### config.mk
export PLATFORM = sky130hd
export DESIGN_NAME = osc52_base64_clipboard_framer
export DESIGN_NICKNAME = d
export VERILOG_FILES = /design/src/sv/ocf_pkg.sv /design/src/sv/ocf_front.sv /design/src/sv/ocf_queue.sv /design/src/sv/ocf_back.sv /design/src/sv/osc52_base64_clipboard_framer.sv
export SDC_FILE = /design/constraint.sdc
export NUM_CORES = 1
export LEC_CHECK = 0
export ABC_AREA = 1
export BUFFER_PORTS_ARGS = -buffer_cell sky130_fd_sc_hd__buf_2
export CORE_UTILIZATION = 35
export CTS_CLUSTER_SIZE = 30
export DETAILED_ROUTE_END_ITERATION = 16
export GPL_TIMING_DRIVEN = 0
export RECOVER_POWER = 100
export SYNTH_ARGS = -nofsm -noshare
export SYNTH_HDL_FRONTEND = slang
export SYNTH_SLANG_ARGS = --single-unit
### constraint.sdc
create_clock -name clk_i -period 3.54 [get_ports clk_i]
set_input_delay 0.531 -clock clk_i [delete_from_list [all_inputs] [get_ports clk_i]]
set_output_delay 0.531 -clock clk_i [all_outputs]
set_load 0.01 [all_outputs]
### src/sv/ocf_pkg.sv
// ----------------------------------------------------------------------------
// ocf_pkg
// shared types, character codes and lookup functions of the clipboard framer
// ----------------------------------------------------------------------------
package ocf_pkg;

  localparam logic [7:0] ESC_CODE = 8'h1B;
  localparam logic [7:0] BEL_CODE = 8'h07;
  localparam logic [7:0] PAD_CODE = 8'h3D;
  localparam logic [7:0] BSL_CODE = 8'h5C;

  // message channel beat
  typedef struct packed {
    logic [7:0] data_byte;
    logic       last_byte;
    logic       no_data;
  } ocf_in_t;

  // sequence channel beat
  typedef struct packed {
    logic [7:0] out_char;
    logic       out_last;
  } ocf_out_t;

  // classified work for the back end, one per accepted beat
  typedef struct packed {
    logic        wrap;
    logic        prefix;
    logic        quad_en;
    logic [2:0]  quad_chars;
    logic [23:0] quad_word;
    logic        last;
  } ocf_cmd_t;

  // standard base64 alphabet
  function automatic logic [7:0] b64_char(input logic [5:0] sextet);
    logic [7:0] c;
    if (sextet < 6'd26) begin
      c = 8'h41 + {2'b00, sextet};
    end else if (sextet < 6'd52) begin
      c = 8'h61 + {2'b00, sextet} - 8'd26;
    end else if (sextet < 6'd62) begin
      c = 8'h30 + {2'b00, sextet} - 8'd52;
    end else if (sextet == 6'd62) begin
      c = 8'h2B;
    end else begin
      c = 8'h2F;
    end
    return c;
  endfunction

  // ESC ] 5 2 ; c ;
  function automatic logic [7:0] osc_prefix_char(input logic [2:0] i);
    logic [7:0] c;
    case (i)
      3'd0:    c = ESC_CODE;
      3'd1:    c = 8'h5D;
      3'd2:    c = 8'h35;
      3'd3:    c = 8'h32;
      3'd4:    c = 8'h3B;
      3'd5:    c = 8'h63;
      3'd6:    c = 8'h3B;
      default: c = 8'h00;
    endcase
    return c;
  endfunction

  // ESC P followed by the multiplexer name and ;
  function automatic logic [7:0] pass_prefix_char(input logic [2:0] i);
    logic [7:0] c;
    case (i)
      3'd0:    c = ESC_CODE;
      3'd1:    c = 8'h50;
      3'd2:    c = 8'h74;
      3'd3:    c = 8'h6D;
      3'd4:    c = 8'h75;
      3'd5:    c = 8'h78;
      3'd6:    c = 8'h3B;
      default: c = 8'h00;
    endcase
    return c;
  endfunction

endpackage

### src/sv/ocf_front.sv
// ----------------------------------------------------------------------------
// ocf_front
// accepts message bytes, groups them in threes and issues one command per beat
// ----------------------------------------------------------------------------
module ocf_front import ocf_pkg::*; (
  input  logic     clk_i,
  input  logic     rst_ni,
  input  logic     in_valid_i,
  output logic     in_ready_o,
  input  ocf_in_t  in_data_i,
  input  logic     cfg_valid_i,
  output logic     cfg_ready_o,
  input  logic     cfg_data_i,
  input  logic     q_full_i,
  output logic     push_o,
  output ocf_cmd_t cmd_o
);

  logic       wrap_q;
  logic [7:0] p0_q, p0_d, p1_q, p1_d;
  logic [1:0] cnt_q, cnt_d;
  logic       msg_q, msg_d;
  logic [1:0] cnt0, cnt1;

  assign cfg_ready_o = 1'b1;
  assign in_ready_o  = !q_full_i;
  assign push_o      = in_valid_i && in_ready_o;

  always_comb begin
    cmd_o            = '0;
    cmd_o.wrap       = wrap_q;
    cmd_o.prefix     = !msg_q;
    cmd_o.last       = in_data_i.last_byte;
    p0_d             = p0_q;
    p1_d             = p1_q;
    cnt0             = msg_q ? cnt_q : 2'd0;
    cnt1             = cnt0;
    if (!in_data_i.no_data) begin
      if (cnt0 == 2'd2) begin
        cmd_o.quad_en    = 1'b1;
        cmd_o.quad_chars = 3'd4;
        cmd_o.quad_word  = {p0_q, p1_q, in_data_i.data_byte};
        cnt1             = 2'd0;
      end else begin
        if (cnt0[0]) begin
          p1_d = in_data_i.data_byte;
        end else begin
          p0_d = in_data_i.data_byte;
        end
        cnt1 = cnt0 + 2'd1;
      end
    end
    if (in_data_i.last_byte) begin
      // flush the remainder with padding
      if (cnt1 == 2'd1) begin
        cmd_o.quad_en    = 1'b1;
        cmd_o.quad_chars = 3'd2;
        cmd_o.quad_word  = {p0_d, 16'h0000};
      end else if (cnt1 == 2'd2) begin
        cmd_o.quad_en    = 1'b1;
        cmd_o.quad_chars = 3'd3;
        cmd_o.quad_word  = {p0_d, p1_d, 8'h00};
      end
      cnt_d = 2'd0;
      msg_d = 1'b0;
    end else begin
      cnt_d = cnt1;
      msg_d = 1'b1;
    end
  end

  always_ff @(posedge clk_i or negedge rst_ni) begin
    if (!rst_ni) begin
      wrap_q <= 1'b0;
      cnt_q  <= 2'd0;
      msg_q  <= 1'b0;
      p0_q   <= 8'h00;
      p1_q   <= 8'h00;
    end else begin
      if (cfg_valid_i) begin
        wrap_q <= cfg_data_i;
      end
      if (push_o) begin
        cnt_q <= cnt_d;
        msg_q <= msg_d;
        p0_q  <= p0_d;
        p1_q  <= p1_d;
      end
    end
  end

endmodule

### src/sv/ocf_queue.sv
// ----------------------------------------------------------------------------
// ocf_queue
// small command queue between the front and back ends
// ----------------------------------------------------------------------------
module ocf_queue import ocf_pkg::*; #(
  parameter int unsigned Depth = 2
) (
  input  logic     clk_i,
  input  logic     rst_ni,
  input  logic     push_i,
  input  ocf_cmd_t cmd_i,
  output logic     full_o,
  input  logic     pop_i,
  output logic     empty_o,
  output ocf_cmd_t cmd_o
);

  localparam int unsigned PtrW = (Depth > 1) ? $clog2(Depth) : 1;
  localparam int unsigned CntW = $clog2(Depth + 1);

  ocf_cmd_t        slot_q [Depth];
  logic [PtrW-1:0] wr_ptr_q, rd_ptr_q;
  logic [CntW-1:0] count_q;

  assign full_o  = (count_q == CntW'(Depth));
  assign empty_o = (count_q == '0);
  assign cmd_o   = slot_q[rd_ptr_q];

  always_ff @(posedge clk_i) begin
    if (push_i) begin
      slot_q[wr_ptr_q] <= cmd_i;
    end
  end

  always_ff @(posedge clk_i or negedge rst_ni) begin
    if (!rst_ni) begin
      wr_ptr_q <= '0;
      rd_ptr_q <= '0;
      count_q  <= '0;
    end else begin
      if (push_i) begin
        wr_ptr_q <= (wr_ptr_q == PtrW'(Depth - 1)) ? '0 : wr_ptr_q + 1'b1;
      end
      if (pop_i) begin
        rd_ptr_q <= (rd_ptr_q == PtrW'(Depth - 1)) ? '0 : rd_ptr_q + 1'b1;
      end
      count_q <= count_q + CntW'(push_i) - CntW'(pop_i);
    end
  end

  a_no_overflow: assert property (@(posedge clk_i) disable iff (!rst_ni)
    full_o && !pop_i |-> !push_i)
    else $error("queue written while full");

  a_no_underflow: assert property (@(posedge clk_i) disable iff (!rst_ni)
    empty_o |-> !pop_i)
    else $error("queue read while empty");

  a_count_range: assert property (@(posedge clk_i) disable iff (!rst_ni)
    count_q <= CntW'(Depth))
    else $error("queue count out of range");

endmodule

### src/sv/ocf_back.sv
// ----------------------------------------------------------------------------
// ocf_back
// character sequencer: expands commands into escape sequence bytes
// ----------------------------------------------------------------------------
module ocf_back import ocf_pkg::*; (
  input  logic     clk_i,
  input  logic     rst_ni,
  input  logic     q_empty_i,
  input  ocf_cmd_t q_cmd_i,
  output logic     pop_o,
  output logic     out_valid_o,
  input  logic     out_ready_i,
  output ocf_out_t out_data_o
);

  typedef enum logic [2:0] {
    ST_IDLE,
    ST_PASS,
    ST_OSC,
    ST_QUAD,
    ST_BEL,
    ST_CLOSE
  } state_e;

  state_e   state_q, state_d, nxt_state;
  logic [2:0] idx_q, idx_d, nxt_idx;
  logic     dup_q, dup_d, nxt_dup;
  ocf_cmd_t cur_q, cur_d;
  logic     ov_q, ov_d;
  ocf_out_t od_q, od_d;
  logic     adv;
  logic [7:0] ch;
  logic     ch_last;
  logic [5:0] sextet;

  function automatic state_e first_phase(input ocf_cmd_t c);
    state_e s;
    if (c.prefix) begin
      s = c.wrap ? ST_PASS : ST_OSC;
    end else if (c.quad_en) begin
      s = ST_QUAD;
    end else if (c.last) begin
      s = ST_BEL;
    end else begin
      s = ST_IDLE;
    end
    return s;
  endfunction

  assign adv         = !ov_q || out_ready_i;
  assign out_valid_o = ov_q;
  assign out_data_o  = od_q;

  always_comb begin
    case (idx_q[1:0])
      2'd0:    sextet = cur_q.quad_word[23:18];
      2'd1:    sextet = cur_q.quad_word[17:12];
      2'd2:    sextet = cur_q.quad_word[11:6];
      default: sextet = cur_q.quad_word[5:0];
    endcase
  end

  // character of the current step and where the sequencer goes next
  always_comb begin
    ch        = 8'h00;
    ch_last   = 1'b0;
    nxt_state = state_q;
    nxt_idx   = idx_q + 3'd1;
    nxt_dup   = 1'b0;
    case (state_q)
      ST_PASS: begin
        ch = pass_prefix_char(idx_q);
        if (idx_q == 3'd6) begin
          nxt_state = ST_OSC;
          nxt_idx   = 3'd0;
        end
      end
      ST_OSC: begin
        ch = osc_prefix_char(idx_q);
        if (idx_q == 3'd0 && cur_q.wrap && !dup_q) begin
          // doubled escape inside the passthrough frame
          nxt_dup = 1'b1;
          nxt_idx = idx_q;
        end else if (idx_q == 3'd6) begin
          nxt_idx   = 3'd0;
          nxt_state = cur_q.quad_en ? ST_QUAD : (cur_q.last ? ST_BEL : ST_IDLE);
        end
      end
      ST_QUAD: begin
        ch = (idx_q < cur_q.quad_chars) ? b64_char(sextet) : PAD_CODE;
        if (idx_q == 3'd3) begin
          nxt_idx   = 3'd0;
          nxt_state = cur_q.last ? ST_BEL : ST_IDLE;
        end
      end
      ST_BEL: begin
        ch        = BEL_CODE;
        ch_last   = !cur_q.wrap;
        nxt_idx   = 3'd0;
        nxt_state = cur_q.wrap ? ST_CLOSE : ST_IDLE;
      end
      ST_CLOSE: begin
        if (idx_q == 3'd0) begin
          ch = ESC_CODE;
        end else begin
          ch        = BSL_CODE;
          ch_last   = 1'b1;
          nxt_state = ST_IDLE;
        end
      end
      default: begin
        nxt_state = ST_IDLE;
      end
    endcase
  end

  always_comb begin
    state_d = state_q;
    idx_d   = idx_q;
    dup_d   = dup_q;
    cur_d   = cur_q;
    ov_d    = ov_q;
    od_d    = od_q;
    pop_o   = 1'b0;
    if (state_q != ST_IDLE && adv) begin
      ov_d    = 1'b1;
      od_d    = '{out_char: ch, out_last: ch_last};
      state_d = nxt_state;
      idx_d   = nxt_idx;
      dup_d   = nxt_dup;
    end else if (adv) begin
      ov_d = 1'b0;
    end
    // pick up the next command once the current one is finished
    if (state_q == ST_IDLE || (adv && nxt_state == ST_IDLE)) begin
      if (!q_empty_i) begin
        pop_o   = 1'b1;
        cur_d   = q_cmd_i;
        state_d = first_phase(q_cmd_i);
        idx_d   = 3'd0;
        dup_d   = 1'b0;
      end
    end
  end

  always_ff @(posedge clk_i or negedge rst_ni) begin
    if (!rst_ni) begin
      state_q <= ST_IDLE;
      idx_q   <= 3'd0;
      dup_q   <= 1'b0;
      ov_q    <= 1'b0;
    end else begin
      state_q <= state_d;
      idx_q   <= idx_d;
      dup_q   <= dup_d;
      ov_q    <= ov_d;
    end
  end

  always_ff @(posedge clk_i) begin
    cur_q <= cur_d;
    od_q  <= od_d;
  end

  a_last_char: assert property (@(posedge clk_i) disable iff (!rst_ni)
    out_valid_o && out_data_o.out_last |->
      out_data_o.out_char == BEL_CODE || out_data_o.out_char == BSL_CODE)
    else $error("sequence end flagged on a non-closing byte");

  a_dup_place: assert property (@(posedge clk_i) disable iff (!rst_ni)
    dup_q |-> state_q == ST_OSC && cur_q.wrap && idx_q == 3'd0)
    else $error("escape doubling outside the inner prefix");

  a_quad_cmd: assert property (@(posedge clk_i) disable iff (!rst_ni)
    state_q == ST_QUAD |-> cur_q.quad_en && cur_q.quad_chars >= 3'd2)
    else $error("base64 group without a group command");

  a_pop_nonempty: assert property (@(posedge clk_i) disable iff (!rst_ni)
    pop_o |-> !q_empty_i)
    else $error("command taken from empty queue");

endmodule

### src/sv/osc52_base64_clipboard_framer.sv
// ----------------------------------------------------------------------------
// osc52_base64_clipboard_framer
// base64 encoder that frames a message as a terminal set-clipboard sequence
// ----------------------------------------------------------------------------
// message bytes come in one beat each and leave as the bytes of
// ESC ] 5 2 ; c ; <base64> BEL, one byte per output beat, with out_last on the
// closing byte; with the wrap register set the sequence is framed for a
// terminal multiplexer (ESC P name ; first, the inner ESC doubled, ESC \ last).
// the front end takes one byte per cycle while the queue is not full, groups
// bytes in threes and pushes one command per beat into a short queue; the
// back end is a sequencer that emits one character per cycle while the
// receiver is ready. a byte that only joins a group adds no base64 character,
// a byte that completes a group adds four base64 characters. the first byte adds
// 7 prefix characters (15 with wrapping), the last byte adds up to 4 padded
// base64 characters and BEL (plus ESC \ with wrapping). an empty message is one
// beat with no_data and last_byte set. the wrap register is sampled per byte
// and should be written only while the block is idle
// ----------------------------------------------------------------------------
module osc52_base64_clipboard_framer import ocf_pkg::*; #(
  parameter int unsigned QueueDepth = 2
) (
  input  logic     clk_i,
  input  logic     rst_ni,
  // message bytes
  input  logic     in_valid_i,
  output logic     in_ready_o,
  input  ocf_in_t  in_data_i,
  // escape sequence bytes
  output logic     out_valid_o,
  input  logic     out_ready_i,
  output ocf_out_t out_data_o,
  // wrap register write
  input  logic     cfg_valid_i,
  output logic     cfg_ready_o,
  input  logic     cfg_data_i
);

  logic     push, pop, q_full, q_empty;
  ocf_cmd_t push_cmd, head_cmd;

  // byte grouping and command classification
  ocf_front u_front (
    .clk_i      (clk_i),
    .rst_ni     (rst_ni),
    .in_valid_i (in_valid_i),
    .in_ready_o (in_ready_o),
    .in_data_i  (in_data_i),
    .cfg_valid_i(cfg_valid_i),
    .cfg_ready_o(cfg_ready_o),
    .cfg_data_i (cfg_data_i),
    .q_full_i   (q_full),
    .push_o     (push),
    .cmd_o      (push_cmd)
  );

  // decouples byte intake from character output
  ocf_queue #(
    .Depth(QueueDepth)
  ) u_queue (
    .clk_i  (clk_i),
    .rst_ni (rst_ni),
    .push_i (push),
    .cmd_i  (push_cmd),
    .full_o (q_full),
    .pop_i  (pop),
    .empty_o(q_empty),
    .cmd_o  (head_cmd)
  );

  // character sequencer with registered output beat
  ocf_back u_back (
    .clk_i      (clk_i),
    .rst_ni     (rst_ni),
    .q_empty_i  (q_empty),
    .q_cmd_i    (head_cmd),
    .pop_o      (pop),
    .out_valid_o(out_valid_o),
    .out_ready_i(out_ready_i),
    .out_data_o (out_data_o)
  );

endmodule

# After elaboration in Yosys (flattened, before gate mapping)

Memories as Yosys holds them, arrays and structs flattened.
Index checks and enable logic that the tools add are counted.

Reductions and logical operators: 21
Multiplexer cells: 64
Eq/ne operators: 18
Order comparisons: 4
Bitwise operators: 1
$add $sub $neg: 11

Operators by type and width:

| cell                                                                  | count |
|---|---|
| 28-bit two-way mux                                                    | 5 |
| 8-bit two-way mux                                                     | 10 |
| 3-bit two-way mux                                                     | 21 |
| 7-bit one-hot mux with 7 select lines                                 | 1 |
| 7-bit one-hot mux with 6 select lines                                 | 1 |
| 8-bit one-hot mux with 5 select lines                                 | 1 |
| 6-bit one-hot mux with 3 select lines                                 | 1 |
| 7-bit by 6-bit adder with 8-bit output (first input constant)         | 2 |
| 3-bit == test (second input constant)                                 | 5 |
| 1-bit two-way mux                                                     | 15 |
| 3-bit one-hot mux with 5 select lines                                 | 1 |
| 3-bit by 2-bit == test with 1-bit output (second input constant)      | 4 |
| 6-bit < comparator (second input constant)                            | 2 |
| 3-bit one-hot mux with 4 select lines                                 | 1 |
| 2-bit two-way mux                                                     | 5 |
| 3-bit logical NOT                                                     | 3 |
| 2-bit == test (second input constant)                                 | 4 |
| 8-bit by 5-bit subtractor with 8-bit output (second input constant)   | 1 |
| 8-bit by 6-bit subtractor with 8-bit output (second input constant)   | 1 |
| 6-bit by 6-bit adder with 7-bit output (first input constant)         | 1 |
| 7-bit two-way mux                                                     | 1 |
| 3-bit by 1-bit == test with 1-bit output (second input constant)      | 2 |
| 6-bit == test (second input constant)                                 | 1 |
| 6-bit by 5-bit < comparator with 1-bit output (second input constant) | 1 |
| other kinds (17)                                                      | 29 |

Bits in writable memories: 62
Word-level logic and storage cells: 139
Bits of input ports: 16
Memories kept: 1
Output and inout bits: 12
Register bits: 71

Memory list:

| name           | depth | width | read ports | clocked after Yosys merged registers in | wr ports | line            | source |
|---|---|---|---|---|---|---|---|
| u_queue.slot_q | 2     | 31    | 1          | 0                                       | 1        | ocf_queue.sv:21 | `ocf_cmd_t slot_q [Depth];` |

# Logic depth before layout (Yosys ltp)

Gate-level depths: netlist of the first run.

Depth in word-level cells: 10
Gate-level depth with buffers: 19
Depth with buffers taken out: 17

# By module

A second synthesis of the first run with hierarchy kept.

Cells, all modules: 750
Area, all modules: 7001.7 um2

Modules (own cells, without submodules):

| module    | area an instance (um2) | seq. area each (um2) | instances | cells each |
|---|---|---|---|---|
| ocf_back  | 2845.2                 | 1371.3               | 1         | 330 |
| ocf_queue | 2651.3                 | 1961.9               | 1         | 187 |
| ocf_front | 1505.2                 | 500.5                | 1         | 233 |

# Worst setup path before layout of the first run

OpenSTA, ideal clock, no wires.

Path kind: flip-flop to flip-flop
Start point: register u_queue.count_q[1]
End point: memory u_queue.slot_q[0][0] in the netlist's numbering (enable)
Path slack: 0.899 ns
Clock period less this slack: 2.641 ns
Setup time: 0.419 ns
Data required time: 3.121 ns
Data arrival time: 2.222 ns
Stages on the path, launching flop included: 5
Path buffers: 1
Path through: dfrtp_1 -> nand2_1 -> nand2_1 -> clkbuf_1 -> nor2_1

Cells in the longest elaborated chain, start to end: 5

Ends and longest elaborated chain:

| item                                    | line                                | source |
|---|---|---|
| start, declared                         | ocf_queue.sv:23                     | `logic [CntW-1:0] count_q;` |
| start signal, assigned                  | ocf_queue.sv:47                     | `count_q <= count_q + CntW'(push_i) - CntW'(pop_i);` |
| 2-bit == test                           | ocf_queue.sv:25                     | `assign full_o = (count_q == CntW'(Depth));` |
| 1-bit logical NOT                       | ocf_front.sv:26                     | `assign in_ready_o = !q_full_i;` |
| named net in_ready_o                    | osc52_base64_clipboard_framer.sv:26 | `output logic in_ready_o,` |
| 1-bit logical AND                       | ocf_front.sv:27                     | `assign push_o = in_valid_i && in_ready_o;` |
| 1-bit two-way mux                       | ocf_queue.sv:30                     | `if (push_i) begin` |
| 1-bit two-way mux (not written as such) | ocf_queue.sv:31                     | `slot_q[wr_ptr_q] <= cmd_i;` |
| end, declared                           | ocf_queue.sv:21                     |  |

The timed path passes the listed nets, and every way through them passes these cells.

# Worst setup path in the final report of the first run

Start point: register u_back.idx_q[1]
End point: register u_back.od_q (netlist bit u_back.out_data_o[1]) (data pin)

Cells in the longest elaborated chain, start to end: 9
Elaborated cells between the ends (all ways): 29
Classes of those cells: add/sub (5); order compare (4); eq/ne (8); mux (9); reduce/logical (3)

Ends and longest elaborated chain:

| item                                        | line            | source |
|---|---|---|
| start, declared                             | ocf_back.sv:26  | `logic [2:0] idx_q, idx_d, nxt_idx;` |
| start signal, assigned                      | ocf_back.sv:154 | `idx_q <= idx_d;` |
| 2-bit == test, or another cell as far along | ocf_back.sv:55  | `case (idx_q[1:0])` |
| 6-bit one-hot mux with 3 select lines       | ocf_back.sv:55  |  |
| 6-bit by 6-bit adder with 7-bit output      | ocf_pkg.sv:43   | `c = 8'h30 + {2'b00, sextet} - 8'd52;` |
| 8-bit by 6-bit subtractor with 8-bit output | ocf_pkg.sv:43   |  |
| 8-bit two-way mux                           | ocf_pkg.sv:42   | `end else if (sextet < 6'd62) begin` |
| 8-bit two-way mux                           | ocf_pkg.sv:40   | `end else if (sextet < 6'd52) begin` |
| 8-bit two-way mux                           | ocf_pkg.sv:38   | `if (sextet < 6'd26) begin` |
| 8-bit two-way mux                           | ocf_back.sv:90  | `ch = (idx_q < cur_q.quad_chars) ? b64_char(sextet) : PAD_CODE;` |
| 8-bit one-hot mux with 5 select lines *     | ocf_back.sv:70  | `case (state_q)` |
| named net u_back.ch[0]                      | ocf_back.sv:32  | `logic [7:0] ch;` |
| end signal, assigned                        | ocf_back.sv:162 | `od_q <= od_d;` |
| end, declared                               | ocf_back.sv:30  | `ocf_out_t od_q, od_d;` |

The timed path passes the listed nets; every way through them passes the cells marked *.
A chain may end at the register's enable or synchronous reset.

==> impl_metrics.ini, run 1 <==
[setup_path]
cp_num_buf_inv = 5
crit_chain = inv_1 > ha_1 > buf_6 > nand2_1 > nand2_1 > o21ai_2 > inv_1 > ha_1 > clkbuf_1 > nand2_1 > inv_1 > nand2_1 > a21oi_1 > o21ai_0 > nand3_1 > nand2_1 > nand2_1
cp_max_fo = 9
end_kind = flop
cp_common_cell = nand2_1
critical_path.slowest_cell = dfrtp_1
worstSetupPathType = reg -> reg
crit_family = compound AO/OA/AOI/OAI gates
setup.worst_path.start_class = flop
critPathArrivalTime_ns = 3.30
slowest_delay_ns = 0.54
worst_ep_required_time_ns = 3.71

[timing]
drv_slew = 98
final.setup.worst_slack_ns = 0.4022
tns_ns = 0
tightestPinTransition_ns = 1.834
hold_viol = 0
finalCriticalPeriod_ns = 3.138
skew_ns = 0.01134
setup_viol = 0
fin_crit_sh_pct = 88.64
rsz0062_at_grt = no
fmax_mhz = 318.7
relSlewSlack_pct = -22.24

[power]
pwr_density_cell_mw_per_mm2 = 1010
p_leak_uw = 0.003263
vdd_ir_drop_max_v = 0.0004657

[placed_design]
place_congestion = 0.8840
io_buffers = 26
placedCellCount = 958
dp_slack_ns = 0.1509
post_dp_cell_area_sq_mm = 0.007102
dp_hpwl_microns = 9474

[yosys]
yosysWarningCount = 0
synth_cell_type_count = 50
async_flop_share_pct = 24.06
synthCells = 698
ys.flop_type = edfxtp_1
seq_area_frac_synth_pct = 57.53
synth.most_common_cell = nand2_1
mappedNetlistArea_sq_mm = 0.006664
synth.net_count = 733
synth_edf_count = 101
synth_area_leaders = edfxtp_1 46%, nand2_1 13%, dfrtp_1 12%
synth_top_area_cell = edfxtp_1
synth_seq_cells = 133
syn_avg_cell_area_sq_um = 9.547
synth_top_area_share_pct = 45.51
synth_common_cells = 232 x nand2_1, 101 x edfxtp_1, 67 x o21ai_0

[clock_network]
root_buffer = clkbuf_16
post_cts_buffers = 0
path_clk_slew_ns = 0.06
cts_tree = built
insertion_delay_ns = 0.42
cts_buffer_depth = 2
cts_hold_buf = 0
cts_inserted_buffers = 17
htree_levels = 4
clock_sinks = 133
ctsResizeCount = 0

[detailed_routing]
wl_microns = 13440
wl_per_cell_microns = 13.57
vias = 4661
antenna_left = 0
drt_iter0_drc = 302
drt_pass1_iterations = 6
via_per_inst = 4.708
drc = 0

[global_routing]
grt_pass1_vias = 4555
grt_overflow = 0
antenna_found_initial = 0
grt_max_degree = 36
grt_pass1_wl_microns = 22430
grt_util_all_layers_pct = 14.78

[run_status]
violations = capacitance limit, slew limit
outcome = finished, violations left

[min_path]
hold_class = in -> reg

[final_layout]
post-route-util_pct = 40.94
drive_gt1_share_pct = 13.62
area_growth_pct = 14.93
stdcell_count = 990
diodes = 0
stdcell_area_sq_mm = 0.007659
nNetsFinal = 778

[floorplanning]
io_pins = 28
core_sq_mm = 0.01871
die_w_microns = 140.0
num_rows = 50
die_area_sq_mm = 0.01960
die_y_microns = 140.0
initial_core_util_pct = 35.63

[job]
cap_violations = 3
-- final cells by class --
class	count	area, sq um
buffer	18	102.6
clock buffer	17	425.4
clock inverter	15	192.7
fill	1807	11050
inverter	66	250.2
multi-input combinational	481	2447
sequential	133	3834
tap	234	292.8
timing repair buffer	26	113.9
-- per-layer routing --
layer | up-vias | wire length, microns | global-route usage, %
li1 | 2426 | - | -
met1 | 2146 | 6605 | 19.41
met2 | 80 | 6315 | 23.97
met3 | 9 | 407 | 3.590
met4 | 0 | 109 | 4.858
met5 | - | 0 | 0
-- registers in the layout (all words and copies together) (netlist names), 2 cells and up --
register,cells
u_queue.slot_q,62
u_front.p1_q,8
u_front.p0_q,8
u_back.cur_q,30
u_back.out_data_o,9
u_front.cnt_q,2
u_back.idx_q,3
u_queue.count_q,2
u_back.state_q,3
-- cells by family after synthesis --
family | share of synthesized area [%]
DFF | 57.53
AOI/OAI and AO/OA | 10.23
buffers and inverters | 5.314
and+or+nand+nor | 22.46
muxes | 0.3192
other | 0.05627
xor gates and xnor gates | 0.5258
adders and majority gates | 3.567
-- per-stage QoR --
stage          power [uW]  hold slack, ns
3_3_place_gp         6011          0.4590
5_1_grt              8387          0.3322
6_report             7736          0.3442
3_5_place_dp         6039          0.4803
4_1_cts              7891          0.2042
2_1_floorplan        5199          0.2354
-- worst register-to-register path, cell delays in order (launching register included) --
cell	delay, ns
dfrtp_1	0.54
inv_1	0.11
ha_1	0.20
buf_6	0.14
nand2_1	0.08
nand2_1	0.07
o21ai_2	0.39
inv_1	0.15
ha_1	0.20
clkbuf_1	0.20
nand2_1	0.11
inv_1	0.04
nand2_1	0.14
a21oi_1	0.09
o21ai_0	0.19
nand3_1	0.10
nand2_1	0.07
nand2_1	0.06
-- power breakdown --
group	internal (uW)	leakage [uW]	switching, uW
clock network	1130	0.000306	704
logic	1020	0.00159	2180
registers	2470	0.00136	240
-- cell usage in the layout, fill, tap and decap left out, drive strengths merged, types with 2 or more instances in the layout --
master / instances
o21ai: 76
o211ai: 2
clkinv: 7
edfxtp: 101
a31oi: 2
o21bai: 2
nand3: 21
or2: 5
dfrtp: 32
a21oi: 21
clkbuf: 40
nor3: 9
nand4: 3
inv: 71
nor2: 53
xnor2: 3
ha: 19
buf: 21
nand2: 247
o22ai: 4
bufinv: 3
-- final timing paths --
path | slack [ns] | endpoint | from | cells after the start
max | 0.40 | u_back.out_data_o[1]$_DFFE_PP_ | u_back.idx_q[1]$_DFF_PN0_ | 17
min reg2reg | 0.49 | u_queue.slot_q[0][30]$_DFFE_PP_ | u_front.wrap_q$_DFFE_PN0P_ | 0
max reg2reg | 0.40 | u_back.out_data_o[1]$_DFFE_PP_ | u_back.idx_q[1]$_DFF_PN0_ | 17
min in group asynchronous | 0.60 | u_back.idx_q[2]$_DFF_PN0_ | rst_ni | 1
max in group asynchronous | 1.87 | u_front.p0_q[6]$_DFFE_PN0P_ | rst_ni | 1
min | 0.34 | u_front.wrap_q$_DFFE_PN0P_ | cfg_data_i | 2
No activity file was read; power rests on OpenSTA's default activity.
==> run 2, diff against run 1 <==
--- a/config.mk
+++ b/config.mk
@@ -12,4 +12,5 @@
 export DETAILED_ROUTE_END_ITERATION = 16
 export GPL_TIMING_DRIVEN = 0
+export PLACE_DENSITY = 0.53
 export RECOVER_POWER = 100
 export SYNTH_ARGS = -nofsm -noshare
==> constraint.sdc (replaced) <==
create_clock -name clk_i -period 3.54 [get_ports clk_i]
set_input_delay 0.354 -clock clk_i [delete_from_list [all_inputs] [get_ports clk_i]]
set_output_delay 0.354 -clock clk_i [all_outputs]
set_load 0.01 [all_outputs]
==> impl_metrics.ini, run 2 (same netlist as run 1, synthesis figures left out) <==
[run_status]
outcome = finished, violations left
violations = capacitance limit, slew limit

[floorplanning]
io_pins = 28
die_w_microns = 140.0
core_sq_mm = 0.01871
die_y_microns = 140.0
die_area_sq_mm = 0.01960
num_rows = 50
initial_core_util_pct = 35.63

[setup_path]
end_kind = flop
setup.worst_path.start_class = flop
cp_max_fo = 9
crit_end = u_back.out_data_o[3]$_DFFE_PP_
r2r_setup_slack_ns = 0.48
reg2reg_depth = 17
r2r-start = u_back.idx_q[1]$_DFF_PN0_
critPathArrivalTime_ns = 3.22
critPathLaunch = u_back.idx_q[1]$_DFF_PN0_
r2r_end = u_back.out_data_o[3]$_DFFE_PP_
worst_ep_required_time_ns = 3.70
worstSetupPathType = reg -> reg

[clock_network]
cts_buffer_depth = 2
insertion_delay_ns = 0.42
cts_inserted_buffers = 17
htree_levels = 4
clock_sinks = 133
cts_tree = built
path_clk_slew_ns = 0.06
root_buffer = clkbuf_16
cts_hold_buf = 0

[job]
cap_violations = 3

[timing]
rsz0062_at_grt = no
drv_slew = 98
relSlewSlack_pct = -25.59
finalCriticalPeriod_ns = 3.058
fin_crit_sh_pct = 86.38
tightestPinTransition_ns = 1.884
skew_ns = 0.01240
tns_ns = 0
fmax_mhz = 327.0
setup_viol = 0
hold_viol = 0

[global_routing]
grt_pass1_vias = 4632
grt_pass1_wl_microns = 23120
grt_util_all_layers_pct = 15.33
grt_max_degree = 36
grt_overflow = 0
antenna_found_initial = 0

[power]
vdd_ir_drop_max_v = 0.0004239
p_leak_uw = 0.003240
pwr_density_cell_mw_per_mm2 = 1007
power_uw = 7688

[final_layout]
layout_common_cells = 236 x nand2_1, 101 x edfxtp_1, 69 x o21ai_0
nNetsFinal = 778
largest_reg_flops = 62
area_growth_pct = 14.53
final_common_cell = nand2_1
regMostFlops = u_queue.slot_q
diodes = 0
drive_gt1_share_pct = 13.23

[placed_design]
dp_hpwl_microns = 10290
place_congestion = 0.8837
io_buffers = 26

[detailed_routing]
antenna_left = 0
wl_met1_microns = 6854
drt_pass1_iterations = 5
wl_met2_microns = 6710
wl_met3_microns = 405
maxUsedRoutingLayer = met4
via_per_inst = 4.775
drt_iter0_drc = 300
vias = 4727
wl_per_cell_microns = 14.41
wl_microns = 14270
drc = 0

[min_path]
hold_class = in -> reg
## run 2: metal layers
layer / track usage [%] / vias to the layer above
met5: 0 / -
met4: 6.015 / 0
met3: 3.521 / 25
met2: 24.89 / 84
met1: 19.85 / 2197
li1: - / 2421
## run 2: layout make-up
class	count	area, sq um
plain buffers	18	102.6
clock buffers	23	489.2
clock inverters	9	93.84
fillers	1832	11070
inverters	66	250.2
multi-input cells	481	2456
flip-flops and latches	133	3834
well taps	234	292.8
repair buffers	26	113.9
## run 2: repair_timing
action                                  4_1_cts  5_1_grt
endpoints found under the setup margin        0        4
endpoints found under the hold margin         0        0
buffers inserted                              0        0
resized for setup                             0        1
## run 2: worst max-delay path: stages (launching register included)
cell and delay [ns]:
dfrtp_1 0.53, inv_1 0.11, ha_1 0.21, buf_6 0.14, nand2_1 0.08, nand2_1 0.09, o21ai_4 0.33, inv_1 0.13
ha_1 0.20, clkbuf_1 0.20, nand2_1 0.10, inv_1 0.04, nand2_1 0.15, a21oi_1 0.06, o211ai_1 0.22, nand2_1 0.09
nand2_1 0.07, nand2_1 0.05
## run 2: how the worst min path moves through the flow
stage                          startpoint                               to  slack, ns  depth (start not counted)
2_1_floorplan                      rst_ni           u_back.dup_q$_DFF_PN0_       0.06                          0
3_3_place_gp   u_front.wrap_q$_DFFE_PN0P_  u_queue.slot_q[1][30]$_DFFE_PP_       0.45                          0
3_5_place_dp   u_front.wrap_q$_DFFE_PN0P_  u_queue.slot_q[1][30]$_DFFE_PP_       0.46                          0
5_1_grt                        cfg_data_i       u_front.wrap_q$_DFFE_PN0P_       0.18                          2
4_1_cts                            rst_ni      u_front.p1_q[2]$_DFFE_PN0P_       0.05                          1
6_report                       cfg_data_i       u_front.wrap_q$_DFFE_PN0P_       0.17                          2
## run 2: power by group
part | total, uW | switching (uW) | internal (uW) | leakage (uW)
clock network | 1710 | 662 | 1050 | 0.000279
logic | 3250 | 2220 | 1030 | 0.00160
registers | 2720 | 255 | 2470 | 0.00136
## run 2: through the flow
stage	cell area [sq um]	utilization, %	worst slack [ns]	std cells	hold WS [ns]
after global placement	7087	37.89	-0.03630	958	0.4491
after global routing	7632	40.80	0.1994	990	0.1774
after floorplan	6664	-	0.8985	698	0.05841
final	7632	40.80	0.4820	990	0.1720
after CTS	7685	41.08	0.3253	990	0.04848
after detailed placement	7102	37.97	0.3401	958	0.4612
